$ cat src/rtl/asx_pkg.sv
`timescale 1ns / 1ps
// Shared types and constants for the ASTERIX SAC/SIC extractor.
// No dependencies.
package asx_pkg;

   localparam int ByteWidth      = 8;
   localparam int CountWidth     = 16;
   localparam int CsrIndexWidth  = 2;
   localparam int CsrDataWidth   = 16;
   localparam int RspTdataWidth  = 24;
   localparam int RspFieldWidth  = 2 * ByteWidth + 1;

   localparam logic [CountWidth-1:0] MinBlockLength = 16'd3;

   // Register indexes
   localparam logic [CsrIndexWidth-1:0] CsrHeaderSkip = 2'd0;
   localparam logic [CsrIndexWidth-1:0] CsrPreSkip    = 2'd1;
   localparam logic [CsrIndexWidth-1:0] CsrPostSkip   = 2'd2;

   // Result status codes
   localparam logic StatusPairFound = 1'b0;
   localparam logic StatusBadLength = 1'b1;

   // FSPEC bits of interest
   localparam int FspecSacSicBit = 7;
   localparam int FspecExtBit    = 0;

   typedef enum logic [7:0] {
      PH_HEADER = 8'b0000_0001,
      PH_PRE    = 8'b0000_0010,
      PH_CAT    = 8'b0000_0100,
      PH_LEN_HI = 8'b0000_1000,
      PH_LEN_LO = 8'b0001_0000,
      PH_BODY   = 8'b0010_0000,
      PH_POST   = 8'b0100_0000,
      PH_HALT   = 8'b1000_0000
   } phase_type;

   typedef enum logic [1:0] {
      POS_FIRST = 2'd0,
      POS_EXT   = 2'd1,
      POS_SAC   = 2'd2,
      POS_SIC   = 2'd3
   } body_pos_type;

endpackage

$ cat src/rtl/asterix_sac_sic_extractor.sv
`timescale 1ns / 1ps
// Top level: frames recorded ASTERIX data blocks and pulls SAC/SIC per block.
// Depends on asx_pkg.
//
//   channel | dir | fields (low bit first)
//   req_    | in  | tdata[7:0] data_byte
//   rsp_    | out | tdata[7:0] source_area, [15:8] source_ident, [16] status
//   csr_    | in  | write_en, index 0..2, wdata 16 bit
//
// One byte per cycle while not stalled; the result registers in the cycle after accept;
// the byte's state update is a single pass of next-state logic on the framing counters.
// Synchronous active-high reset clears framing state: phase to PH_HEADER, other state
// registers to 0; the result payload is not reset. The input stalls only while a result
// waits in the output register and rsp_tready is low; a waiting result does not block accepting a byte otherwise.
module asterix_sac_sic_extractor (
   input  logic                                clock,
   input  logic                                reset,
   input  logic                                req_tvalid,
   output logic                                req_tready,
   input  logic [asx_pkg::ByteWidth-1:0]       req_tdata,    // [7:0] data_byte
   output logic                                rsp_tvalid,
   input  logic                                rsp_tready,
   output logic [asx_pkg::RspTdataWidth-1:0]   rsp_tdata,    // area, ident, status
   input  logic                                csr_write_en,
   input  logic [asx_pkg::CsrIndexWidth-1:0]   csr_index,
   input  logic [asx_pkg::CsrDataWidth-1:0]    csr_wdata
);
   import asx_pkg::*;

   logic [CountWidth-1:0] header_skip_ff, pre_skip_ff, post_skip_ff;

   phase_type             phase_ff, phase_in;
   logic [CountWidth-1:0] skip_count_ff, skip_count_in;
   logic [CountWidth-1:0] remaining_ff, remaining_in;
   logic [ByteWidth-1:0]  length_high_ff, length_high_in;
   body_pos_type          pos_ff, pos_in;
   logic [ByteWidth-1:0]  area_ff, area_in;
   logic [ByteWidth-1:0]  ident_ff, ident_in;
   logic                  pair_valid_ff, pair_valid_in;
   logic                  body_done_ff, body_done_in;

   logic                  rsp_valid_ff, rsp_valid_in;
   logic [ByteWidth-1:0]  rsp_area_ff, rsp_area_in;
   logic [ByteWidth-1:0]  rsp_ident_ff, rsp_ident_in;
   logic                  rsp_status_ff, rsp_status_in;

   logic                  accept;
   logic                  emit;
   logic [ByteWidth-1:0]  b;
   logic [CountWidth-1:0] length;

   assign req_tready = !rsp_valid_ff || rsp_tready;
   assign accept     = req_tvalid && req_tready;
   assign b          = req_tdata;
   assign length     = {length_high_ff, b};

   // Configuration registers
   always_ff @(posedge clock) begin
      if (reset) begin
         header_skip_ff <= '0;
         pre_skip_ff    <= '0;
         post_skip_ff   <= '0;
      end else if (csr_write_en) begin
         unique case (csr_index)
            CsrHeaderSkip: header_skip_ff <= csr_wdata;
            CsrPreSkip:    pre_skip_ff    <= csr_wdata;
            CsrPostSkip:   post_skip_ff   <= csr_wdata;
            default: ;
         endcase
      end
   end

   // Per-byte state update
   always_comb begin
      phase_in       = phase_ff;
      skip_count_in  = skip_count_ff;
      remaining_in   = remaining_ff;
      length_high_in = length_high_ff;
      pos_in         = pos_ff;
      area_in        = area_ff;
      ident_in       = ident_ff;
      pair_valid_in  = pair_valid_ff;
      body_done_in   = body_done_ff;
      emit           = 1'b0;
      rsp_area_in    = '0;
      rsp_ident_in   = '0;
      rsp_status_in  = StatusPairFound;

      if (accept) begin
         unique case (phase_ff)
            PH_HEADER, PH_POST: begin
               if ((phase_ff == PH_HEADER && skip_count_ff < header_skip_ff) ||
                   (phase_ff == PH_POST && skip_count_ff < post_skip_ff)) begin
                  skip_count_in = skip_count_ff + 16'd1;
               end else if (pre_skip_ff != '0) begin
                  // byte is the first of the pre-block skip
                  phase_in      = PH_PRE;
                  skip_count_in = 16'd1;
               end else begin
                  // no pre skip: byte is the category
                  phase_in      = PH_LEN_HI;
                  skip_count_in = '0;
               end
            end
            PH_PRE: begin
               if (skip_count_ff < pre_skip_ff) begin
                  skip_count_in = skip_count_ff + 16'd1;
               end else begin
                  phase_in      = PH_LEN_HI;
                  skip_count_in = '0;
               end
            end
            PH_CAT: begin
               phase_in = PH_LEN_HI;
            end
            PH_LEN_HI: begin
               length_high_in = b;
               phase_in       = PH_LEN_LO;
            end
            PH_LEN_LO: begin
               if (length < MinBlockLength) begin
                  phase_in      = PH_HALT;
                  emit          = 1'b1;
                  rsp_status_in = StatusBadLength;
               end else begin
                  remaining_in  = length - MinBlockLength;
                  pos_in        = POS_FIRST;
                  pair_valid_in = 1'b0;
                  body_done_in  = 1'b0;
                  if (length == MinBlockLength) begin
                     // empty body ends the block here, nothing captured
                     phase_in      = PH_POST;
                     skip_count_in = '0;
                  end else begin
                     phase_in = PH_BODY;
                  end
               end
            end
            PH_BODY: begin
               if (!body_done_ff) begin
                  case (pos_ff)
                     POS_FIRST: begin
                        if (b[FspecSacSicBit])
                           pos_in = b[FspecExtBit] ? POS_EXT : POS_SAC;
                        else
                           body_done_in = 1'b1;
                     end
                     POS_EXT: begin
                        if (!b[FspecExtBit]) pos_in = POS_SAC;
                     end
                     POS_SAC: begin
                        area_in = b;
                        pos_in  = POS_SIC;
                     end
                     default: begin
                        ident_in      = b;
                        pair_valid_in = 1'b1;
                        body_done_in  = 1'b1;
                     end
                  endcase
               end
               remaining_in = remaining_ff - 16'd1;
               if (remaining_ff == 16'd1) begin
                  phase_in      = PH_POST;
                  skip_count_in = '0;
                  emit          = pair_valid_in;
                  rsp_area_in   = area_in;
                  rsp_ident_in  = ident_in;
               end
            end
            PH_HALT: ;
            default: phase_in = PH_HALT;
         endcase
      end
   end

   assign rsp_valid_in = emit || (rsp_valid_ff && !rsp_tready);

   always_ff @(posedge clock) begin
      if (reset) begin
         phase_ff       <= PH_HEADER;
         skip_count_ff  <= '0;
         remaining_ff   <= '0;
         length_high_ff <= '0;
         pos_ff         <= POS_FIRST;
         area_ff        <= '0;
         ident_ff       <= '0;
         pair_valid_ff  <= 1'b0;
         body_done_ff   <= 1'b0;
         rsp_valid_ff   <= 1'b0;
      end else begin
         phase_ff       <= phase_in;
         skip_count_ff  <= skip_count_in;
         remaining_ff   <= remaining_in;
         length_high_ff <= length_high_in;
         pos_ff         <= pos_in;
         area_ff        <= area_in;
         ident_ff       <= ident_in;
         pair_valid_ff  <= pair_valid_in;
         body_done_ff   <= body_done_in;
         rsp_valid_ff   <= rsp_valid_in;
      end
   end

   // result payload loads only with a new transfer
   always_ff @(posedge clock) begin
      if (emit) begin
         rsp_area_ff   <= rsp_area_in;
         rsp_ident_ff  <= rsp_ident_in;
         rsp_status_ff <= rsp_status_in;
      end
   end

   assign rsp_tvalid = rsp_valid_ff;
   assign rsp_tdata  = {{(RspTdataWidth - RspFieldWidth){1'b0}},
                        rsp_status_ff, rsp_ident_ff, rsp_area_ff};

endmodule
$ cat config.mk
export PLATFORM = sky130hd
export DESIGN_NAME = asterix_sac_sic_extractor
export DESIGN_NICKNAME = d
export VERILOG_FILES = /design/src/rtl/asx_pkg.sv /design/src/rtl/asterix_sac_sic_extractor.sv
export SDC_FILE = /design/constraint.sdc
export NUM_CORES = 1
export LEC_CHECK = 0
export BUFFER_PORTS_ARGS = -buffer_cell sky130_fd_sc_hd__buf_2
export CAP_MARGIN = 30
export CORE_UTILIZATION = 45
export DETAILED_ROUTE_END_ITERATION = 7
export PLACE_DENSITY_LB_ADDON = 0.05
export SYNTH_ARGS = -nofsm -noshare
export SYNTH_HDL_FRONTEND = slang
export SYNTH_SLANG_ARGS = --single-unit
$ cat constraint.sdc
create_clock -name clock -period 2.9 [get_ports clock]
set_input_delay 0.58 -clock clock [delete_from_list [all_inputs] [get_ports clock]]
set_output_delay 0.58 -clock clock [all_outputs]
set_load 0.05 [all_outputs]
==> results of run 1 <==
cell usage after synthesis, types with 17 or more instances:
cell                         n
sky130_fd_sc_hd__o21ai_0    31
sky130_fd_sc_hd__nand2_1   164
sky130_fd_sc_hd__edfxtp_1   17
sky130_fd_sc_hd__inv_1      58
sky130_fd_sc_hd__a21oi_1   103
sky130_fd_sc_hd__dfxtp_1   116
sky130_fd_sc_hd__ha_1       53
sky130_fd_sc_hd__mux2i_1    26
sky130_fd_sc_hd__nor3_1     19
sky130_fd_sc_hd__nand4_1    18
sky130_fd_sc_hd__nor2_1     64
sky130_fd_sc_hd__nand3_1    24
sky130_fd_sc_hd__clkbuf_1   33
per-stage QoR:
stage,std cells,power (W),setup slack [ns]
after global routing,1190,0.00483,0.139
after global placement,1157,0.00259,0.0814
after CTS,1189,0.00467,0.113
final,1190,0.00465,0.275
after detailed placement,1157,0.00261,-0.0167
after floorplan,919,0.00240,0.246
registers in the layout, summed over array words and instances, names as in the netlist, 2 cells and up:
signal,count
rsp_ident_ff,8
post_skip_ff,16
area_ff,8
header_skip_ff,16
pre_skip_ff,16
rsp_area_ff,8
skip_count_ff,16
ident_ff,8
length_high_ff,8
phase_ff,7
pos_ff,2
remaining_ff,16
cells by family after synthesis:
kind of cell | Yosys count | synth area share [%]
other | 1 | 0.0506
DFF | 133 | 38.2
muxes | 26 | 3.51
and+or+nand+nor | 363 | 23.7
adders and majority gates | 53 | 8.94
AOI/OAI and AO/OA | 189 | 15.3
xor gates and xnor gates | 28 | 3.31
buffers and inverters | 120 | 7.00
power by group through the flow:
stage / Combinational [W] / Sequential (W) / Clock, W
2_1_floorplan: 0.000427 / 0.00197 / 0
5_1_grt: 0.000695 / 0.00195 / 0.00219
3_3_place_gp: 0.000613 / 0.00198 / 0
4_1_cts: 0.000627 / 0.00194 / 0.00210
6_report: 0.000631 / 0.00194 / 0.00207
3_5_place_dp: 0.000622 / 0.00198 / 0
worst min-delay path, stage by stage:
cell                      delay, ns
sky130_fd_sc_hd__buf_2         0.11
sky130_fd_sc_hd__nand2_1       0.05
sky130_fd_sc_hd__a21oi_1       0.05
area by class of cell:
cell class,count,area share (%)
Sequential cell,133,33.2
Multi-Input combinational cell,666,48.0
Clock inverter,15,1.64
Inverter,58,2.55
Tap cell,216,3.17
Clock buffer,17,4.99
Timing Repair Buffer,85,6.42
routing by layer:
layer	vias up	GRT usage, %	part of all wire [%]
met1	3073	35.8	51
met5	-	0	0
met3	15	4.56	4.3
met4	0	6.76	1.0
met2	155	37.0	43
li1	3234	-	-
path summary, 6_finish.rpt:
kind / start / to / cells after the start
setup / recovery: phase_ff[7] / skip_count_ff[0] / 7
hold / removal: csr_wdata[5] / header_skip_ff[5] / 3
setup reg to reg: phase_ff[7] / skip_count_ff[0] / 7
hold reg to reg: header_skip_ff[0] / header_skip_ff[0] / 2
==> summary.md, run 1 <==
| Metric | Value |
|---|---|
| Final estimated routing congestion in global placement | 0.840 |
| TritonCTS clock tree | done |
| Routed len/inst | 16.2 um |
| Leakage power summed over all cells | 3.23 nW |
| Die span in x | 130 um |
| Top delay family on crit path | simple AND/OR/NAND/NOR gates |
| DPL Wire Length | 14.0 mm |
| Number of placed I/O pins | 57 |
| Critical path class | flip-flop to flip-flop |
| Number of standard cells after synthesis | 913 |
| Total of endpoints with negative setup slack in the final report | 0 |
| Largest driver fanout on the critical path | 8 |
| Ordered list of cells on the worst path | or4_1 > nor4_1 > o21ai_1 > a2111o_1 > nand4_1 > nand3b_1 > a31oi_1 |
| Clock-pin slew on the worst setup and hold paths | 0.06 ns |
| Maximum buffer depth of the clock tree | 2 |
| Sequential group share of total power | 41.8% |
| Number of inserted filler cells in the final layout | 1552 |
| Worst-case headroom to the max-slew limit | 40.6% |
| Total length of routed wires | 19.3 mm |
| Most used DFF post-synth | sky130_fd_sc_hd__dfxtp_1 |
| IR drop worst, VDD | 0.000490 V |
| Worst hold-check slack | 0.414 ns |
| Switching share of total power | 26.9% |
| NetSw | 0.00125 W |
| Top cells by area in the synthesized netlist | sky130_fd_sc_hd__dfxtp_1 31%, sky130_fd_sc_hd__ha_1 8.9%, sky130_fd_sc_hd__nand2_1 8.3% |
| Portion of synthesized cell area occupied by the leading cell type | 31.3% |
| Total power per unit cell area | 545 nW/um2 |
| Data required time of the critical path | 3.19 ns |
| Delay contributed by the slowest stage of the critical path | 0.62 ns |
| Wire length of the first global-routing pass | 32.1 mm |
| ANT cells | 0 |
| Iteration count of the initial detailed-routing pass | 5 |
| Initial antenna violation count | 0 |
| FMAX | 381 MHz |
| # resized after CTS | 0 |
| Minimum clock period after layout | 2.63 ns |
| Largest net degree at the start of global routing | 36 |
| Post-layout nets | 1045 |
| Via count | 6477 |
| Proportion of power drawn by combinational gates | 13.6% |
| Congestion Overflow GR | 0 |
| Fraction of synthesis flops using an asynchronous set or reset pin | 0% |
| Fraction of the cycle the final worst path needs | 90.5% |
| Startpoint kind of the worst setup timing path | flip-flop |
| Number of warnings reported in the yosys synthesis log | 0 |
| Area taken by multi-input logic gates | 4100 um2 |
| Number of different library cells in the post-synthesis netlist | 68 |
| Worst Max-Slew Pin Slew | 0.869 ns |
| Clock root cell | sky130_fd_sc_hd__clkbuf_16 |
| Post-Route Skew | 0.00722 ns |
| Number of design-rule violations left by the first detailed-router iteration | 543 |
| Area Overhead vs Synth | 15.0% |
| Post-Layout Inst Area | 8530 um2 |
| Max H-tree Level | 4 |
| Core Region | 16000 um2 |
| Number of vias per cell after detailed routing | 5.44 |
| Sequential fraction of the synthesis area | 38.2% |
| Cell taking the most area after synthesis | sky130_fd_sc_hd__dfxtp_1 |
| Antenna-violating nets left | 0 |
| Internal Dissipation | 0.00340 W |
| Y dimension of the die | 130 um |
| FF+latch area | 2830 um2 |
| Proportion of power drawn by the clock network | 44.6% |
| Die Outline Area | 17000 um2 |
| MaxCap Viol Count | 0 |
| DRC violation count after routing | 0 |
| Post-route setup TNS | 0 ns |
| Fraction of final layout cells sized beyond drive strength 1 | 14.2% |
| Hold WC Path Type | primary input to flip-flop |
| GRT Overall Usage | 24.6% |
| Final cell utilization of the core | 53.3% |
| Hold Vio Cnt, Final | 0 |
| Number of buffer and inverter instances along the worst setup path | 0 |
| Number of flip-flops and latches in the synthesized netlist | 133 |
| Setup repair after global routing missed its margin | false |
| Syn Area/Cell | 8.13 um2 |
| Final Max Tran Viols | 0 |
| Commonest cells after routing, fill and taps aside | 164 x sky130_fd_sc_hd__nand2_1, 116 x sky130_fd_sc_hd__dfxtp_1, 103 x sky130_fd_sc_hd__a21oi_1 |
| Worst-skew pair later-pin latency | 0.42 ns |
| Most common cell after layout, fill and taps aside | sky130_fd_sc_hd__nand2_1 |
| Initial core utilization | 46.4% |
| Run status | completed |
| Number of buffers created by CTS | 17 |
| Port-buffer cells | 49 |
| Sinks on the clock net | 133 |
| # hold bufs at CTS | 0 |
| Cell area after placement | 7940 um2 |
| Internal reg-to-reg setup slack | 0.27 ns |
| Cell Area, Synth | 7420 um2 |
| Count of buffers added by post-CTS timing repair for setup | 0 |
| Number of synthesized flops with an enable pin | 17 |
| CP max stage cell | sky130_fd_sc_hd__or4_1 |
| Data arrival time of the critical path | 2.91 ns |
| Standard-cell rows | 46 |
| CP Capture Type | flip-flop |
| Via count of the first global-routing pass | 6208 |
Note: power is estimated with default switching activity, not from simulation.
==> run 2, diff against run 1 <==
--- a/config.mk
+++ b/config.mk
@@ -7,9 +7,11 @@
 export LEC_CHECK = 0
 export BUFFER_PORTS_ARGS = -buffer_cell sky130_fd_sc_hd__buf_2
 export CAP_MARGIN = 30
+export CORE_MARGIN = 1.5
 export CORE_UTILIZATION = 45
 export DETAILED_ROUTE_END_ITERATION = 7
 export PLACE_DENSITY_LB_ADDON = 0.05
+export SLEW_MARGIN = 20
 export SYNTH_ARGS = -nofsm -noshare
 export SYNTH_HDL_FRONTEND = slang
 export SYNTH_SLANG_ARGS = --single-unit
==> run 2 against run 1 <==
  * Clock skew hardly changed
  * Clock power increased by 13%
  * Maximum frequency down 1.3%
  * Register-to-register slack worse by 0.03 ns
  * Clock-buffer cell count up 1
  * Design area is 0.16% lower
  * Sequential share of layout area rose by 0.054 points
  * Global-route usage is 2.1 points lower
  * Setup slack worse by 0.033 ns
  * Cell count shrank 0.76%
  * Non-clock buffer count fell by 9
  * Wire length down 1.6%
  * Critical endpoint is now phase_ff[3]
  * Largest power group unchanged
==> summary.md, run 2 (synthesized netlist as in run 1, its figures left out) <==
| Metric | Value |
|---|---|
| Initial antenna violation count | 0 (unchanged) |
| Fraction of the cycle the final worst path needs | 91.7% (+1.2 points) |
| Data arrival time of the critical path | 2.99 ns (+0.08 ns) |
| Final estimated routing congestion in global placement | 0.826 (-1.7%) |
| Worst hold-check slack | 0.420 ns (+0.00607 ns) |
| FMAX | 376 MHz (-1.3%) |
| GRT Overall Usage | 22.5% (-2.1 points) |
| Hold WC Path Type | primary input to flip-flop |
| Total power per unit cell area | 571 nW/um2 (+4.9%) |
| Critical path class | flip-flop to flip-flop |
| Final Max Tran Viols | 0 (unchanged) |
| Clock root cell | sky130_fd_sc_hd__clkbuf_16 |
| Total of endpoints with negative setup slack in the final report | 0 (unchanged) |
| Ordered list of cells on the worst path | inv_1 > ha_1 > nand2_1 > o21ai_0 > a21oi_1 > o311ai_1 > nand4_1 > or3_1 > a21oi_1 |
| Via count of the first global-routing pass | 6117 (-1.5%) |
| Worst Max-Slew Pin Slew | 0.825 ns (-0.0438 ns) |
| Hold Vio Cnt, Final | 0 (unchanged) |
| Number of design-rule violations left by the first detailed-router iteration | 481 (-11%) |
| Setup repair after global routing missed its margin | false |
| IR drop worst, VDD | 0.000389 V (-21%) |
| Wire length of the first global-routing pass | 31.3 mm (-2.7%) |
| Placement Setup Slack | -0.0688 ns (-0.0521 ns) |
| CP Capture Type | flip-flop |
| Routed len/inst | 16.1 um (-0.81%) |
| Largest net degree at the start of global routing | 61 (+69%) |
| Number of vias per cell after detailed routing | 5.46 (+0.34%) |
| Clock-pin slew on the worst setup and hold paths | 0.06 ns (about the same) |
| Antenna-violating nets left | 0 (unchanged) |
| Minimum clock period after layout | 2.66 ns (+0.0334 ns) |
| Commonest cells after routing, fill and taps aside | 164 x sky130_fd_sc_hd__nand2_1, 116 x sky130_fd_sc_hd__dfxtp_1, 103 x sky130_fd_sc_hd__a21oi_1 |
| Number of placed I/O pins | 57 (unchanged) |
| Sequential group share of total power | 40.1% (-1.7 points) |
| TritonCTS clock tree | done |
| Post-layout nets | 1036 (-0.86%) |
| Worst-case headroom to the max-slew limit | 43.6% (+3.0 points) |
| Standard-cell rows | 46 (unchanged) |
| DPL Wire Length | 13.6 mm (-2.8%) |
| Internal Dissipation | 0.00364 W (+7.1%) |
| Most common cell after layout, fill and taps aside | sky130_fd_sc_hd__nand2_1 |
| Congestion Overflow GR | 0 (unchanged) |
| Delay contributed by the slowest stage of the critical path | 0.46 ns (-0.16 ns) |
| # resized after CTS | 0 (unchanged) |
| NetSw | 0.00123 W (-1.7%) |
| Fraction of final layout cells sized beyond drive strength 1 | 13.3% (-0.90 points) |
| Proportion of power drawn by combinational gates | 11.9% (-1.7 points) |
| Initial core utilization | 46.4% (unchanged) |
| Via count | 6450 (-0.42%) |
| Count of buffers added by post-CTS timing repair for setup | 0 (unchanged) |
| Highest signal layer in the routed design | met4 |
| Y dimension of the die | 131 um (+0.77%) |
| Proportion of power drawn by the clock network | 48.0% (+3.4 points) |
| Number of buffers created by CTS | 17 (unchanged) |
| Startpoint kind of the worst setup timing path | flip-flop |
| Switching share of total power | 25.2% (-1.6 points) |
| Run status | completed |
| Post-Route Skew | 0.00740 ns (+0.000183 ns) |
| # hold bufs at CTS | 0 (unchanged) |
| Worst-case setup margin in the final layout | 0.241 ns (-0.0334 ns) |
| Die Outline Area | 17300 um2 (+1.5%) |
| Die span in x | 131 um (+0.77%) |
| DRT met1 WL | 9.85 mm (-0.50%) |
| Most common cell type on the critical path | sky130_fd_sc_hd__a21oi_1 |
| Area Overhead vs Synth | 14.8% |
| Sinks on the clock net | 133 (unchanged) |
| CP max stage cell | sky130_fd_sc_hd__or3_1 |
| DRC violation count after routing | 0 (unchanged) |
| Core Region | 16000 um2 (unchanged) |
| MaxCap Viol Count | 0 (unchanged) |
| Max H-tree Level | 4 (unchanged) |
| Overall power after layout | 0.00487 W (+4.7%) |
| Met2 WL post-DR | 8.26 mm (-1.7%) |
| Total length of routed wires | 19.0 mm (-1.6%) |
| Worst-skew pair later-pin latency | 0.41 ns (about the same) |
| Maximum buffer depth of the clock tree | 2 (unchanged) |
| Port-buffer cells | 49 (unchanged) |
| Iteration count of the initial detailed-routing pass | 5 (unchanged) |
| Data required time of the critical path | 3.23 ns (+0.04 ns) |
| Largest driver fanout on the critical path | 8 (unchanged) |
| Met3 wire len | 745 um (-9.8%) |
| Leakage power summed over all cells | 3.22 nW (-0.51%) |
| ANT cells | 0 (unchanged) |
run 2: power groups by stage:
stage	logic, W	registers (W)	clock network, W
2_1_floorplan	0.000427	0.00197	0
3_3_place_gp	0.000566	0.00199	0
3_5_place_dp	0.000571	0.00199	0
4_1_cts	0.000577	0.00195	0.00237
5_1_grt	0.000635	0.00196	0.00246
6_report	0.000579	0.00195	0.00234
run 2: layout make-up:
class	instances	area, um2
timing repair buffer	76	463
fill	1561	7480
multi-input combinational	666	4100
clock buffer	18	429
clock inverter	14	206
inverter	58	218
sequential	133	2830
tap	216	270
run 2: path summary, 6_finish.rpt:
kind,cells past startpoint,to,slack (ns),startpoint
worst max-delay path,9,phase_ff[3],0.24,header_skip_ff[2]
worst min-delay path,3,pre_skip_ff[3],0.42,csr_wdata[3]
worst max register to register,9,phase_ff[3],0.24,header_skip_ff[2]
worst min register to register,2,post_skip_ff[0],0.45,post_skip_ff[0]
run 2: critical path, delay by kind of cell (launching register included):
family | cells | cell delay, ns
AO/OA/AOI/OAI | 4 | 1.00
AND/OR/NAND/NOR | 3 | 0.91
flip-flops | 1 | 0.33
adder cells (fa/ha/maj) | 1 | 0.29
buffers and inverters | 1 | 0.05
run 2: per-stage QoR:
stage	std cells	cell area [um2]	util, %	TNS, ns
floorplan	919	7440	-	0
global placement	1149	7880	49.3	0
detailed placement	1149	7880	49.3	-0.507
CTS	1181	8520	53.2	0
global route	1181	8520	53.2	0
finish	1181	8520	53.2	0
run 2: per-layer routing:
| metal | track usage [%] | vias to the layer above |
|---|---|---|
| li1 | - | 3209 |
| met3 | 3.43 | 12 |
| met2 | 33.9 | 135 |
| met4 | 5.37 | 0 |
| met1 | 33.6 | 3094 |
| met5 | 0 | - |
